### src/rrir_pkg.sv
// Package for the RR interval uniform resampler.
// Holds the shared widths, constants, the queued job type and the sequencer states.
// No dependencies.
package rrir_pkg;

    // Field and datapath widths.
    localparam int INTERVAL_W = 12;
    localparam int RATE_W     = 4;
    localparam int SPAN_W     = 15;
    localparam int TIME_W     = 32;
    localparam int VALUE_W    = 20;
    localparam int NUM_W      = INTERVAL_W + SPAN_W;

    // Timing constants, in scaled time units of 1/(1000*rate) s, and the cap on samples per beat.
    localparam int unsigned SAMPLE_STEP = 1000;
    localparam int unsigned MAX_RESULTS = 33;
    localparam int COUNT_W = $clog2(MAX_RESULTS + 1);

    // Rate register limits and reset value.
    localparam int unsigned RATE_RESET = 4;
    localparam int unsigned RATE_MAX   = 8;

    // Defaults for the top-level parameters.
    localparam int FRACTION_BITS_DEF = 8;
    localparam int QUEUE_DEPTH_DEF   = 2;

    // One classified beat as it travels from the front end to the back end.
    typedef struct packed {
        logic [INTERVAL_W-1:0] cur;
        logic [SPAN_W-1:0]     span;
        logic                  last;
    } rrir_job_t;

    // Back-end sequencer states.
    typedef enum logic [2:0] {
        ST_IDLE,
        ST_CHECK,
        ST_MUL1,
        ST_MUL2,
        ST_DIV,
        ST_WAIT,
        ST_EMIT,
         ST_COMMIT
    } rrir_state_t;

endpackage

### src/rr_interval_uniform_resampler_top.sv
// Top level of the RR interval uniform resampler.
// Connects the front end, job queue, back-end sequencer and serial divider.
// Depends on rrir_pkg, rrir_front, rrir_fifo, rrir_div and rrir_back.
//
// Usage:
//   Beats enter on the beat channel (beat_valid, beat_stall, rr_interval_ms, record_end).
//   A transaction is taken at a rising edge with beat_valid high and beat_stall low.
//   Resampled values leave on the sample channel (sample_valid, sample_stall,
//   sample_value, last_in_run); last_in_run marks the final sample caused by a beat.
//   The user writes the rate register (cfg_we, cfg_wdata) only while idle; not enforced.
// Timing:
//   The front end classifies a beat in the cycle it is taken and queues it, so beats
//   are accepted until the queue of QUEUE_DEPTH entries fills.
//   The back end takes a beat from the queue, runs CHECK, MUL1, MUL2, DIV, WAIT and EMIT
//   for each sample and closes the beat in COMMIT; the serial divider, one quotient bit
//   per cycle, sets the sample rate.
// Reset and stall:
//   Reset clears the queue, beat and sample times and sets the rate to 4 Hz.
//   A stalled sample holds in the output register; the back end computes the next
//   sample meanwhile and waits only when it needs the output register.
module rr_interval_uniform_resampler_top #(
    parameter int FRACTION_BITS = rrir_pkg::FRACTION_BITS_DEF,
    parameter int QUEUE_DEPTH   = rrir_pkg::QUEUE_DEPTH_DEF
) (
    input  logic                                clk,
    input  logic                                rst_n,
    input  logic                                cfg_we,
    input  logic [rrir_pkg::RATE_W-1:0]         cfg_wdata,
    input  logic                                beat_valid,
    output logic                                beat_stall,
    input  logic [rrir_pkg::INTERVAL_W-1:0]     rr_interval_ms,
    input  logic                                record_end,
    output logic                                sample_valid,
    input  logic                                sample_stall,
    output logic [rrir_pkg::VALUE_W-1:0]        sample_value,
    output logic                                last_in_run
);
    import rrir_pkg::*;

    localparam int QW = INTERVAL_W + FRACTION_BITS;

    rrir_job_t          push_job;
    rrir_job_t          head_job;
    logic               push;
    logic               pop;
    logic               queue_full;
    logic               queue_empty;
    logic               div_start;
    logic               div_busy;
    logic               div_done;
    logic [NUM_W-1:0]   div_num;
    logic [SPAN_W-1:0]  div_den;
    logic [QW-1:0]      div_quot;

    // Front end: rate register and beat classification.
    rrir_front u_front (
        .clk            (clk),
        .rst_n          (rst_n),
        .cfg_we         (cfg_we),
        .cfg_wdata      (cfg_wdata),
        .beat_valid     (beat_valid),
        .beat_stall     (beat_stall),
        .rr_interval_ms (rr_interval_ms),
        .record_end     (record_end),
        .queue_full     (queue_full),
        .push           (push),
        .job            (push_job)
    );

    // Job queue between the two halves.
    rrir_fifo #(
        .DEPTH (QUEUE_DEPTH)
    ) u_fifo (
        .clk      (clk),
        .rst_n    (rst_n),
        .push     (push),
        .push_job (push_job),
        .pop      (pop),
        .head_job (head_job),
        .full     (queue_full),
        .empty    (queue_empty)
    );

    // Serial divider shared by all samples.
    rrir_div #(
        .FRACTION_BITS (FRACTION_BITS)
    ) u_div (
        .clk   (clk),
        .rst_n (rst_n),
        .start (div_start),
        .num   (div_num),
        .den   (div_den),
        .busy  (div_busy),
        .done  (div_done),
        .quot  (div_quot)
    );

    // Back end: sample sequencer and output register.
    rrir_back #(
        .FRACTION_BITS (FRACTION_BITS)
    ) u_back (
        .clk          (clk),
        .rst_n        (rst_n),
        .head_job     (head_job),
        .queue_empty  (queue_empty),
        .pop          (pop),
        .div_start    (div_start),
        .div_num      (div_num),
        .div_den      (div_den),
        .div_busy     (div_busy),
        .div_done     (div_done),
        .div_quot     (div_quot),
        .sample_valid (sample_valid),
        .sample_stall (sample_stall),
        .sample_value (sample_value),
        .last_in_run  (last_in_run)
    );

endmodule

### src/rrir_front.sv
// Front end of the RR interval resampler: rate register and beat classification.
// Normalizes the interval, computes the scaled span and pushes a job into the queue.
// Depends on rrir_pkg.
module rrir_front (
    input  logic                                clk,
    input  logic                                rst_n,
    input  logic                                cfg_we,
    input  logic [rrir_pkg::RATE_W-1:0]         cfg_wdata,
    input  logic                                beat_valid,
    output logic                                beat_stall,
    input  logic [rrir_pkg::INTERVAL_W-1:0]     rr_interval_ms,
    input  logic                                record_end,
    input  logic                                queue_full,
    output logic                                push,
    output rrir_pkg::rrir_job_t                 job
);
    import rrir_pkg::*;

    localparam logic [RATE_W-1:0] RATE_ONE   = RATE_W'(1);
    localparam logic [RATE_W-1:0] RATE_LIMIT = RATE_W'(RATE_MAX);
    localparam logic [RATE_W-1:0] RATE_INIT  = RATE_W'(RATE_RESET);

    logic [RATE_W-1:0]     rate_reg;
    logic [RATE_W-1:0]     rate_next;
    logic [INTERVAL_W-1:0] cur;

    // Clamp written rates into the supported range.
    always_comb
    begin
        rate_next = rate_reg;
        if (cfg_we)
        begin
            if (cfg_wdata == '0)
            begin
                rate_next = RATE_ONE;
            end
            else if (cfg_wdata > RATE_LIMIT)
            begin
                rate_next = RATE_LIMIT;
            end
            else
            begin
                rate_next = cfg_wdata;
            end
        end
    end

    always_ff @(posedge clk or negedge rst_n)
    begin
        if (!rst_n)
        begin
            rate_reg <= RATE_INIT;
        end
        else
        begin
            rate_reg <= rate_next;
        end
    end

    // A zero interval counts as one millisecond.
    assign cur = (rr_interval_ms == '0) ? INTERVAL_W'(1) : rr_interval_ms;

    // Classify the beat: the span is the interval in scaled time units.
    assign job.cur  = cur;
    assign job.span = SPAN_W'(cur) * SPAN_W'(rate_reg);
    assign job.last = record_end;

    // A transaction is taken whenever the queue has room.
    assign beat_stall = queue_full;
    assign push       = beat_valid && !queue_full;

endmodule

### src/rrir_fifo.sv
// Short job queue between the front end and the back end of the resampler.
// Entries are kept in a small array with separate read and write pointers.
// Depends on rrir_pkg.
module rrir_fifo #(
    parameter int DEPTH = rrir_pkg::QUEUE_DEPTH_DEF
) (
    input  logic                 clk,
    input  logic                 rst_n,
    input  logic                 push,
    input  rrir_pkg::rrir_job_t  push_job,
    input  logic                 pop,
    output rrir_pkg::rrir_job_t  head_job,
    output logic                 full,
    output logic                 empty
);
    import rrir_pkg::*;

    localparam int PTR_W = (DEPTH > 1) ? $clog2(DEPTH) : 1;
    localparam int CNT_W = $clog2(DEPTH + 1);
    localparam logic [PTR_W-1:0] PTR_LAST = PTR_W'(DEPTH - 1);
    localparam logic [CNT_W-1:0] CNT_FULL = CNT_W'(DEPTH);

    rrir_job_t        mem [DEPTH];
    logic [PTR_W-1:0] wr_ptr_reg;
    logic [PTR_W-1:0] wr_ptr_next;
    logic [PTR_W-1:0] rd_ptr_reg;
    logic [PTR_W-1:0] rd_ptr_next;
    logic [CNT_W-1:0] count_reg;
    logic [CNT_W-1:0] count_next;

    assign full     = (count_reg == CNT_FULL);
    assign empty    = (count_reg == '0);
    assign head_job = mem[rd_ptr_reg];

    // Pointer and fill count update.
    always_comb
    begin
        wr_ptr_next = wr_ptr_reg;
        rd_ptr_next = rd_ptr_reg;
        count_next  = count_reg;
        if (push)
        begin
            wr_ptr_next = (wr_ptr_reg == PTR_LAST) ? '0 : wr_ptr_reg + PTR_W'(1);
        end
        if (pop)
        begin
            rd_ptr_next = (rd_ptr_reg == PTR_LAST) ? '0 : rd_ptr_reg + PTR_W'(1);
        end
        if (push && !pop)
        begin
            count_next = count_reg + CNT_W'(1);
        end
        else if (pop && !push)
        begin
            count_next = count_reg - CNT_W'(1);
        end
    end

    always_ff @(posedge clk or negedge rst_n)
    begin
        if (!rst_n)
        begin
            wr_ptr_reg <= '0;
            rd_ptr_reg <= '0;
            count_reg  <= '0;
        end
        else
        begin
            wr_ptr_reg <= wr_ptr_next;
            rd_ptr_reg <= rd_ptr_next;
            count_reg  <= count_next;
        end
    end

    // Entry storage.
    always_ff @(posedge clk)
    begin
        if (push)
        begin
            mem[wr_ptr_reg] <= push_job;
        end
    end

    // The front end never pushes into a full queue.
    assert property (@(posedge clk) disable iff (!rst_n) !(push && full))
        else $error("rrir_fifo: push while full");

    // The back end never pops an empty queue.
    assert property (@(posedge clk) disable iff (!rst_n) !(pop && empty))
        else $error("rrir_fifo: pop while empty");

    // The fill count stays within the depth.
    assert property (@(posedge clk) disable iff (!rst_n) count_reg <= CNT_FULL)
        else $error("rrir_fifo: fill count out of range");

endmodule

### src/rrir_div.sv
// Serial restoring divider for the resampler back end, one quotient bit per cycle.
// Divides the interpolation numerator, scaled by the fraction bits, by the beat span.
// Depends on rrir_pkg.
module rrir_div #(
    parameter int FRACTION_BITS = rrir_pkg::FRACTION_BITS_DEF
) (
    input  logic                                              clk,
    input  logic                                              rst_n,
    input  logic                                              start,
    input  logic [rrir_pkg::NUM_W-1:0]                        num,
    input  logic [rrir_pkg::SPAN_W-1:0]                       den,
    output logic                                              busy,
    output logic                                              done,
    output logic [rrir_pkg::INTERVAL_W+FRACTION_BITS-1:0]     quot
);
    import rrir_pkg::*;

    // The quotient is below 2^(INTERVAL_W+FRACTION_BITS) since num < span * 2^INTERVAL_W.
    localparam int QW    = INTERVAL_W + FRACTION_BITS;
    localparam int CNT_W = $clog2(QW + 1);

    logic             busy_reg;
    logic             busy_next;
    logic             done_reg;
    logic             done_next;
    logic [CNT_W-1:0] cnt_reg;
    logic [CNT_W-1:0] cnt_next;
    logic [SPAN_W-1:0] rem_reg;
    logic [SPAN_W-1:0] rem_next;
    logic [QW-1:0]    shf_reg;
    logic [QW-1:0]    shf_next;
    logic [SPAN_W:0]  trial;
    logic [SPAN_W:0]  diff;
    logic             ge;

    // One restoring step: shift in the next dividend bit and try to subtract.
    assign trial = {rem_reg, shf_reg[QW-1]};
    assign diff  = trial - {1'b0, den};
    assign ge    = (trial >= {1'b0, den});

    always_comb
    begin
        busy_next = busy_reg;
        done_next = 1'b0;
        cnt_next  = cnt_reg;
        rem_next  = rem_reg;
        shf_next  = shf_reg;
        if (start)
        begin
            busy_next = 1'b1;
            cnt_next  = CNT_W'(QW);
            rem_next  = num[NUM_W-1:INTERVAL_W];
            shf_next  = {num[INTERVAL_W-1:0], {FRACTION_BITS{1'b0}}};
        end
        else if (busy_reg)
        begin
            rem_next = ge ? diff[SPAN_W-1:0] : trial[SPAN_W-1:0];
            shf_next = {shf_reg[QW-2:0], ge};
            cnt_next = cnt_reg - CNT_W'(1);
            if (cnt_reg == CNT_W'(1))
            begin
                busy_next = 1'b0;
                done_next = 1'b1;
            end
        end
    end

    always_ff @(posedge clk or negedge rst_n)
    begin
        if (!rst_n)
        begin
            busy_reg <= 1'b0;
            done_reg <= 1'b0;
            cnt_reg  <= '0;
        end
        else
        begin
            busy_reg <= busy_next;
            done_reg <= done_next;
            cnt_reg  <= cnt_next;
        end
    end

    always_ff @(posedge clk)
    begin
        rem_reg <= rem_next;
        shf_reg <= shf_next;
    end

    assign busy = busy_reg;
    assign done = done_reg;
    assign quot = shf_reg;

endmodule

### src/rrir_back.sv
// Back end of the RR interval resampler: the per-beat sample sequencer.
// Keeps beat and sample times, interpolates each sample and drives the output register.
// Depends on rrir_pkg; uses rrir_div through ports.
module rrir_back #(
    parameter int FRACTION_BITS = rrir_pkg::FRACTION_BITS_DEF
) (
    input  logic                                              clk,
    input  logic                                              rst_n,
    input  rrir_pkg::rrir_job_t                               head_job,
    input  logic                                              queue_empty,
    output logic                                              pop,
    output logic                                              div_start,
    output logic [rrir_pkg::NUM_W-1:0]                        div_num,
    output logic [rrir_pkg::SPAN_W-1:0]                       div_den,
    input  logic                                              div_busy,
    input  logic                                              div_done,
    input  logic [rrir_pkg::INTERVAL_W+FRACTION_BITS-1:0]     div_quot,
    output logic                                              sample_valid,
    input  logic                                              sample_stall,
    output logic [rrir_pkg::VALUE_W-1:0]                      sample_value,
    output logic                                              last_in_run
);
    import rrir_pkg::*;

    localparam int QW    = INTERVAL_W + FRACTION_BITS;
    localparam int EXT_W = SPAN_W + 2;
    localparam logic [EXT_W-1:0]   STEP_X    = EXT_W'(SAMPLE_STEP);
    localparam logic [EXT_W-1:0]   STEP2_X   = EXT_W'(2 * SAMPLE_STEP);
    localparam logic [TIME_W-1:0]  STEP_T    = TIME_W'(SAMPLE_STEP);
    localparam logic [TIME_W:0]    STEP_W    = (TIME_W + 1)'(SAMPLE_STEP);
    localparam logic [COUNT_W-1:0] COUNT_MAX = COUNT_W'(MAX_RESULTS);
    localparam logic [COUNT_W-1:0] COUNT_PRE = COUNT_W'(MAX_RESULTS - 1);

    // Control state.
    rrir_state_t        state_reg;
    rrir_state_t        state_next;
    logic [TIME_W-1:0]  beat_time_reg;
    logic [TIME_W-1:0]  beat_time_next;
    logic [TIME_W-1:0]  next_time_reg;
    logic [TIME_W-1:0]  next_time_next;
    logic [INTERVAL_W-1:0] prev_reg;
    logic [INTERVAL_W-1:0] prev_next;
    logic               first_seen_reg;
    logic               first_seen_next;
    logic [COUNT_W-1:0] count_reg;
    logic [COUNT_W-1:0] count_next;
    logic               out_valid_reg;
    logic               out_valid_next;

    // Working registers for the beat and sample in progress.
    logic [INTERVAL_W-1:0] cur_reg;
    logic [INTERVAL_W-1:0] cur_next;
    logic [SPAN_W-1:0]     span_reg;
    logic [SPAN_W-1:0]     span_next;
    logic                  last_reg;
    logic                  last_next;
    logic [INTERVAL_W-1:0] prev_use_reg;
    logic [INTERVAL_W-1:0] prev_use_next;
    logic [SPAN_W-1:0]     dt_reg;
    logic [SPAN_W-1:0]     dt_next;
    logic [NUM_W-1:0]      prod_reg;
    logic [NUM_W-1:0]      prod_next;
    logic [NUM_W-1:0]      num_reg;
    logic [NUM_W-1:0]      num_next;
    logic                  final_reg;
    logic                  final_next;
    logic [VALUE_W-1:0]    out_value_reg;
    logic [VALUE_W-1:0]    out_value_next;
    logic                  out_last_reg;
    logic                  out_last_next;

    // Datapath terms.
    logic [TIME_W-1:0]       dt_full;
    logic [TIME_W:0]         dt_plus_step;
    logic                    stop;
    logic [EXT_W-1:0]        dt_step1;
    logic [EXT_W-1:0]        dt_step2;
    logic [NUM_W-1:0]        prod_a;
    logic [NUM_W-1:0]        prod_b;
    logic [QW+VALUE_W-1:0]   quot_ext;
    logic [VALUE_W-1:0]      value_sat;
    logic                    out_free;

    // Offset of the next sample past the previous beat, and the stop test.
    assign dt_full      = next_time_reg - beat_time_reg;
    assign dt_plus_step = {1'b0, dt_full} + STEP_W;
    assign stop = (dt_full > TIME_W'(span_reg))
               || (last_reg && (dt_plus_step > (TIME_W + 1)'(span_reg)))
               || (count_reg == COUNT_MAX);

    // A sample is the last of its beat when the following one would stop.
    assign dt_step1 = EXT_W'(dt_reg) + STEP_X;
    assign dt_step2 = EXT_W'(dt_reg) + STEP2_X;

    // Interpolation numerator, one product per cycle.
    assign prod_a = NUM_W'(prev_use_reg) * NUM_W'(span_reg - dt_reg);
    assign prod_b = NUM_W'(cur_reg) * NUM_W'(dt_reg);

    // Saturate the quotient to the output width.
    assign quot_ext  = {{VALUE_W{1'b0}}, div_quot};
    assign value_sat = (|quot_ext[QW+VALUE_W-1:VALUE_W]) ? '1 : quot_ext[VALUE_W-1:0];

    assign out_free = !out_valid_reg || !sample_stall;

    // Sequencer: next state and datapath updates.
    always_comb
    begin
        state_next      = state_reg;
        beat_time_next  = beat_time_reg;
        next_time_next  = next_time_reg;
        prev_next       = prev_reg;
        first_seen_next = first_seen_reg;
        count_next      = count_reg;
        out_valid_next  = out_valid_reg && sample_stall;
        cur_next        = cur_reg;
        span_next       = span_reg;
        last_next       = last_reg;
        prev_use_next   = prev_use_reg;
        dt_next         = dt_reg;
        prod_next       = prod_reg;
        num_next        = num_reg;
        final_next      = final_reg;
        out_value_next  = out_value_reg;
        out_last_next   = out_last_reg;
        pop             = 1'b0;
        div_start       = 1'b0;

        case (state_reg)
            ST_IDLE:
            begin
                if (!queue_empty)
                begin
                    pop           = 1'b1;
                    cur_next      = head_job.cur;
                    span_next     = head_job.span;
                    last_next     = head_job.last;
                    prev_use_next = first_seen_reg ? prev_reg : head_job.cur;
                    count_next    = '0;
                    state_next    = ST_CHECK;
                end
            end
            ST_CHECK:
            begin
                dt_next = dt_full[SPAN_W-1:0];
                if (stop)
                begin
                    state_next = ST_COMMIT;
                end
                else
                begin
                    state_next = ST_MUL1;
                end
            end
            ST_MUL1:
            begin
                prod_next  = prod_a;
                final_next = (dt_step1 > EXT_W'(span_reg))
                          || (last_reg && (dt_step2 > EXT_W'(span_reg)))
                          || (count_reg == COUNT_PRE);
                next_time_next = next_time_reg + STEP_T;
                count_next     = count_reg + COUNT_W'(1);
                state_next     = ST_MUL2;
            end
            ST_MUL2:
            begin
                num_next   = prod_reg + prod_b;
                state_next = ST_DIV;
            end
            ST_DIV:
            begin
                div_start  = 1'b1;
                state_next = ST_WAIT;
            end
            ST_WAIT:
            begin
                if (div_done)
                begin
                    state_next = ST_EMIT;
                end
            end
            ST_EMIT:
            begin
                if (out_free)
                begin
                    out_valid_next = 1'b1;
                    out_value_next = value_sat;
                    out_last_next  = final_reg;
                    state_next     = ST_CHECK;
                end
            end
            ST_COMMIT:
            begin
                beat_time_next  = beat_time_reg + TIME_W'(span_reg);
                prev_next       = cur_reg;
                first_seen_next = 1'b1;
                if (last_reg)
                begin
                    beat_time_next  = '0;
                    next_time_next  = '0;
                    prev_next       = '0;
                    first_seen_next = 1'b0;
                end
                state_next = ST_IDLE;
            end
            default:
            begin
                state_next = ST_IDLE;
            end
        endcase
    end

    always_ff @(posedge clk or negedge rst_n)
    begin
        if (!rst_n)
        begin
            state_reg      <= ST_IDLE;
            beat_time_reg  <= '0;
            next_time_reg  <= '0;
            prev_reg       <= '0;
            first_seen_reg <= 1'b0;
            count_reg      <= '0;
            out_valid_reg  <= 1'b0;
        end
        else
        begin
            state_reg      <= state_next;
            beat_time_reg  <= beat_time_next;
            next_time_reg  <= next_time_next;
            prev_reg       <= prev_next;
            first_seen_reg <= first_seen_next;
            count_reg      <= count_next;
            out_valid_reg  <= out_valid_next;
        end
    end

    always_ff @(posedge clk)
    begin
        cur_reg       <= cur_next;
        span_reg      <= span_next;
        last_reg      <= last_next;
        prev_use_reg  <= prev_use_next;
        dt_reg        <= dt_next;
        prod_reg      <= prod_next;
        num_reg       <= num_next;
        final_reg     <= final_next;
        out_value_reg <= out_value_next;
        out_last_reg  <= out_last_next;
    end

    assign div_num      = num_reg;
    assign div_den      = span_reg;
    assign sample_valid = out_valid_reg;
    assign sample_value = out_value_reg;
    assign last_in_run  = out_last_reg;

    // The next sample never lies more than one period past the end of the beat in progress.
    assert property (@(posedge clk) disable iff (!rst_n)
        (state_reg == ST_CHECK) |-> (dt_full <= TIME_W'(span_reg) + STEP_T))
        else $error("rrir_back: sample time ran ahead of beat time");

    // The divider is only busy or finishing while the sequencer waits for it.
    assert property (@(posedge clk) disable iff (!rst_n)
        (div_done || div_busy) |-> (state_reg == ST_WAIT))
        else $error("rrir_back: divider active outside the wait state");

    // The end of a record returns the timing state to reset.
    assert property (@(posedge clk) disable iff (!rst_n)
        (state_reg == ST_COMMIT && last_reg)
        |=> (beat_time_reg == '0 && next_time_reg == '0 && !first_seen_reg))
        else $error("rrir_back: state not cleared at record end");

endmodule

### config.mk
export PLATFORM = sky130hd
export DESIGN_NAME = rr_interval_uniform_resampler_top
export DESIGN_NICKNAME = d
export VERILOG_FILES = /design/src/rrir_pkg.sv /design/src/rr_interval_uniform_resampler_top.sv /design/src/rrir_front.sv /design/src/rrir_fifo.sv /design/src/rrir_div.sv /design/src/rrir_back.sv
export SDC_FILE = /design/constraint.sdc
export NUM_CORES = 2
export LEC_CHECK = 0
export BUFFER_PORTS_ARGS = -buffer_cell sky130_fd_sc_hd__buf_2
export CAP_MARGIN = 20
export CORE_AREA = 2 2 286 288
export DETAILED_ROUTE_END_ITERATION = 8
export DIE_AREA = 0 0 288 290
export GPL_ROUTABILITY_DRIVEN = 0
export PLACE_DENSITY = 0.54
export SETUP_SLACK_MARGIN = 0.02
export SLEW_MARGIN = 20
export SYNTH_ARGS = -nofsm -noshare
export SYNTH_HDL_FRONTEND = slang
export SYNTH_SLANG_ARGS = --single-unit
export TNS_END_PERCENT = 30
### constraint.sdc
create_clock -name clk -period 10.85 [get_ports clk]
set_clock_uncertainty 0.1 [all_clocks]
set_input_delay 1.085 -clock clk [delete_from_list [all_inputs] [get_ports clk]]
set_output_delay 1.085 -clock clk [all_outputs]
set_load 0.02 [all_outputs]
==> results.md <==
* WHS at ~0.36 ns
* CP max FO at 14
* MaxCap Viol Count at 0
* Slew Limit Fails at 0
* Mapped Cells at 3303
* Syn. warnings at 0
* Total GRT Usage at between 10% and 20%
* Number of synthesized flops with an enable pin at roughly 210
* Router iterations before antenna repair at 6
* Distinct cells, synth at between 90 and 100
* Routed WL at between 70 and 80 mm
* Largest register FFs at 56
* Vias per std cell at 5.101
* Setup TNS at 0 ns
* Antenna Violating Nets Remaining at 0
* Via Count at 22430
* Synth Area in Simple Gates at between 10% and 20%
* Drc violations at 0
* Die ar. at 83520 um^2
* Final worst path period share at between 80% and 90%
* Compound-Gate Fraction of Synth Area at 9.031%
* Adder-Cell Fraction of Synth Area at about 32%
* Synth Cell Area at approximately 32000 um^2
* Min-Delay Path Class: flip-flop to flip-flop
* Slew Limit Headroom at 29.64%
* Critical path class: flip-flop to flip-flop
* Root Driver: clkbuf_16
* First-pass GRT wire length at approximately 130 mm
* Clk_lat worst skew at about 0.57 ns
* Share of layout cells above drive strength 1 at under 10%
* Crit. End Element: flip-flop
* # IOs at 45
* Core area at roughly 80000 um^2
* Post-route minimum period at just over 9 ns
* Port bufs at 44
* Footprint of the multi-input gates at approximately 20000 um^2
* DP Cell Count at 4323
* Post-Synth XOR/XNOR Area at 5.141%
* Fmax at about 110 MHz
* Slowest stage delay, CP at about 0.66 ns
* Worst path required time at ~11 ns
* RSZ-0062 raised after global routing: false
* Synth-to-layout area growth at 8.816%
* Number of synthesized register bits at 321
* Outcome: completed
* Critical path arrival at 9.30 ns
* Setup bufs post-CTS at 0
* Pin count of the biggest net entering global routing at 54
* Cts hold-fix bufs at 0
* Nets at 3944
* Post-DP HPWL at ~60 mm
* Mux cell area share after synthesis at under 10%
* Num rows at ~100
* CTS tree: built
* Final Hold Vio Count at 0
* Mean Syn Cell Area at 9.689 um^2
* Non-filler instance count after layout at ~4400
* Seq/Total Area, Yosys at between 20 and 30%
* Worst-Margin Slew at 1.055 ns
* Final std cell area, no fill at 34820 um^2
* Post-CTS resize count at 0
* Most used DFF post-synth: edfxtp_1
* Register area at approximately 9100 um^2
* Clock transition at path regs at about 0.06 ns
* CP dominant cell by count: fa_1
* Num CTS Buffers at 40
* Slowest cell on the critical path: or4b_2
* Asr flop ratio synth at 30.84%
* Syn Nets at between 3000 and 4000
* Detailed Route Iter0 Violations at 1318
* Initial Util at between 30% and 40%
* Initial antenna violation count at 2
* Area post-placement at roughly 33000 um^2
* Congestion Overflow GR at 0
* Post-DR wirelength/cell at between 15 and 20 um
* Die X at between 200 and 300 um
* Largest family of logic cells by synthesized area: adder cells
* Number of global-route vias before repair at roughly 23000
* Final setup viols at 0
* Die Ht at around 290 um
* Max Root-Sink Buffers at 3
* H-Tree Depth at 2
* Number of fillers in the final layout at ~8000
* CTS sink cnt at roughly 320
* Startpoint types: flip-flop
[Yosys cell counts (all sizes together), types with 47 or more instances]
master / count / area share [%]
dfrtp: 98 / 7.7
clkbuf: 104 / 1.2
a21oi: 130 / 2.1
and2: 132 / 2.6
ha: 266 / 10
nor2: 178 / 2.1
xnor2: 130 / 3.6
xor2: 57 / 1.6
fa: 351 / 22
edfxtp: 214 / 20
inv: 524 / 6.1
nand3: 58 / 0.91
nand2: 440 / 5.2
mux2: 47 / 1.7
o21ai: 106 / 1.7
[placed cells by master, fill, tap and decap left out, drive strengths merged, types with 46 or more instances in the layout]
cell    instances
a21oi         130
and2          132
buf            84
clkbuf         50
dfrtp          98
edfxtp        214
fa            351
ha            266
inv           527
mux2           47
nand2         440
nand3          58
nor2          178
nor3           46
o21ai         106
xnor2         130
xor2           57
[worst max-delay path: cells and delay by family (launching register included)]
family	cells	cell delay, ns
xor gates and xnor gates	1	0.15
DFF	1	0.63
AOI/OAI and AO/OA	12	2.40
and+or+nand+nor	5	1.71
buffers and inverters	5	0.29
adders and majority gates	8	3.55
[cells by family after synthesis]
family                   count (synthesis)
AO/OA/AOI/OAI                          439
adder cells (fa/ha/maj)                617
XOR/XNOR                               187
flip-flops                             321
buffers and inverters                  649
multiplexers                            73
AND/OR/NAND/NOR                       1017
[routing by layer]
metal,GRT usage [%],vias up,wire [um]
li1,-,10810,-
met1,27.37,11090,36660
met2,30.49,435,35610
met3,2.484,91,3294
met4,4.335,0,1586
met5,0,-,0
[area by class of cell]
class                      instances  share of cell area, %
clock inverter                    24                 0.8371
tap                             1060                  3.808
inverter                         525                  5.659
timing repair buffer              84                  1.502
antenna                            1               0.007186
sequential                       321                  26.03
multi-input combinational       2333                  58.93
clock buffer                      50                  3.223
[metrics by stage]
| stage | setup slack [ns] | utilization [%] |
|---|---|---|
| finish | 1.763 | 43.45 |
| global placement | 1.936 | 41.68 |
| global route | 1.155 | 43.44 |
| CTS | 1.758 | 43.44 |
| floorplan | 2.896 | - |
| detailed placement | 1.785 | 41.68 |
[worst paths after layout]
check	start	endpoint	slack, ns	depth (start not counted)
min in group asynchronous	rst_n	u_fifo.wr_ptr_reg	0.46	1
worst min register to register	u_div.quot[6]	u_back.sample_value[6]	0.36	0
worst max-delay path	u_back.dt_reg[0]	u_back.prod_reg[26]	1.76	31
max in group asynchronous	rst_n	u_div.busy	9.00	2
worst min-delay path	u_div.quot[6]	u_back.sample_value[6]	0.36	0
worst max register to register	u_back.dt_reg[0]	u_back.prod_reg[26]	1.76	31
Power is left out: the tool's default activity adds up to more than one toggle a clock period on the data nets, which glitch-free logic cannot reach.
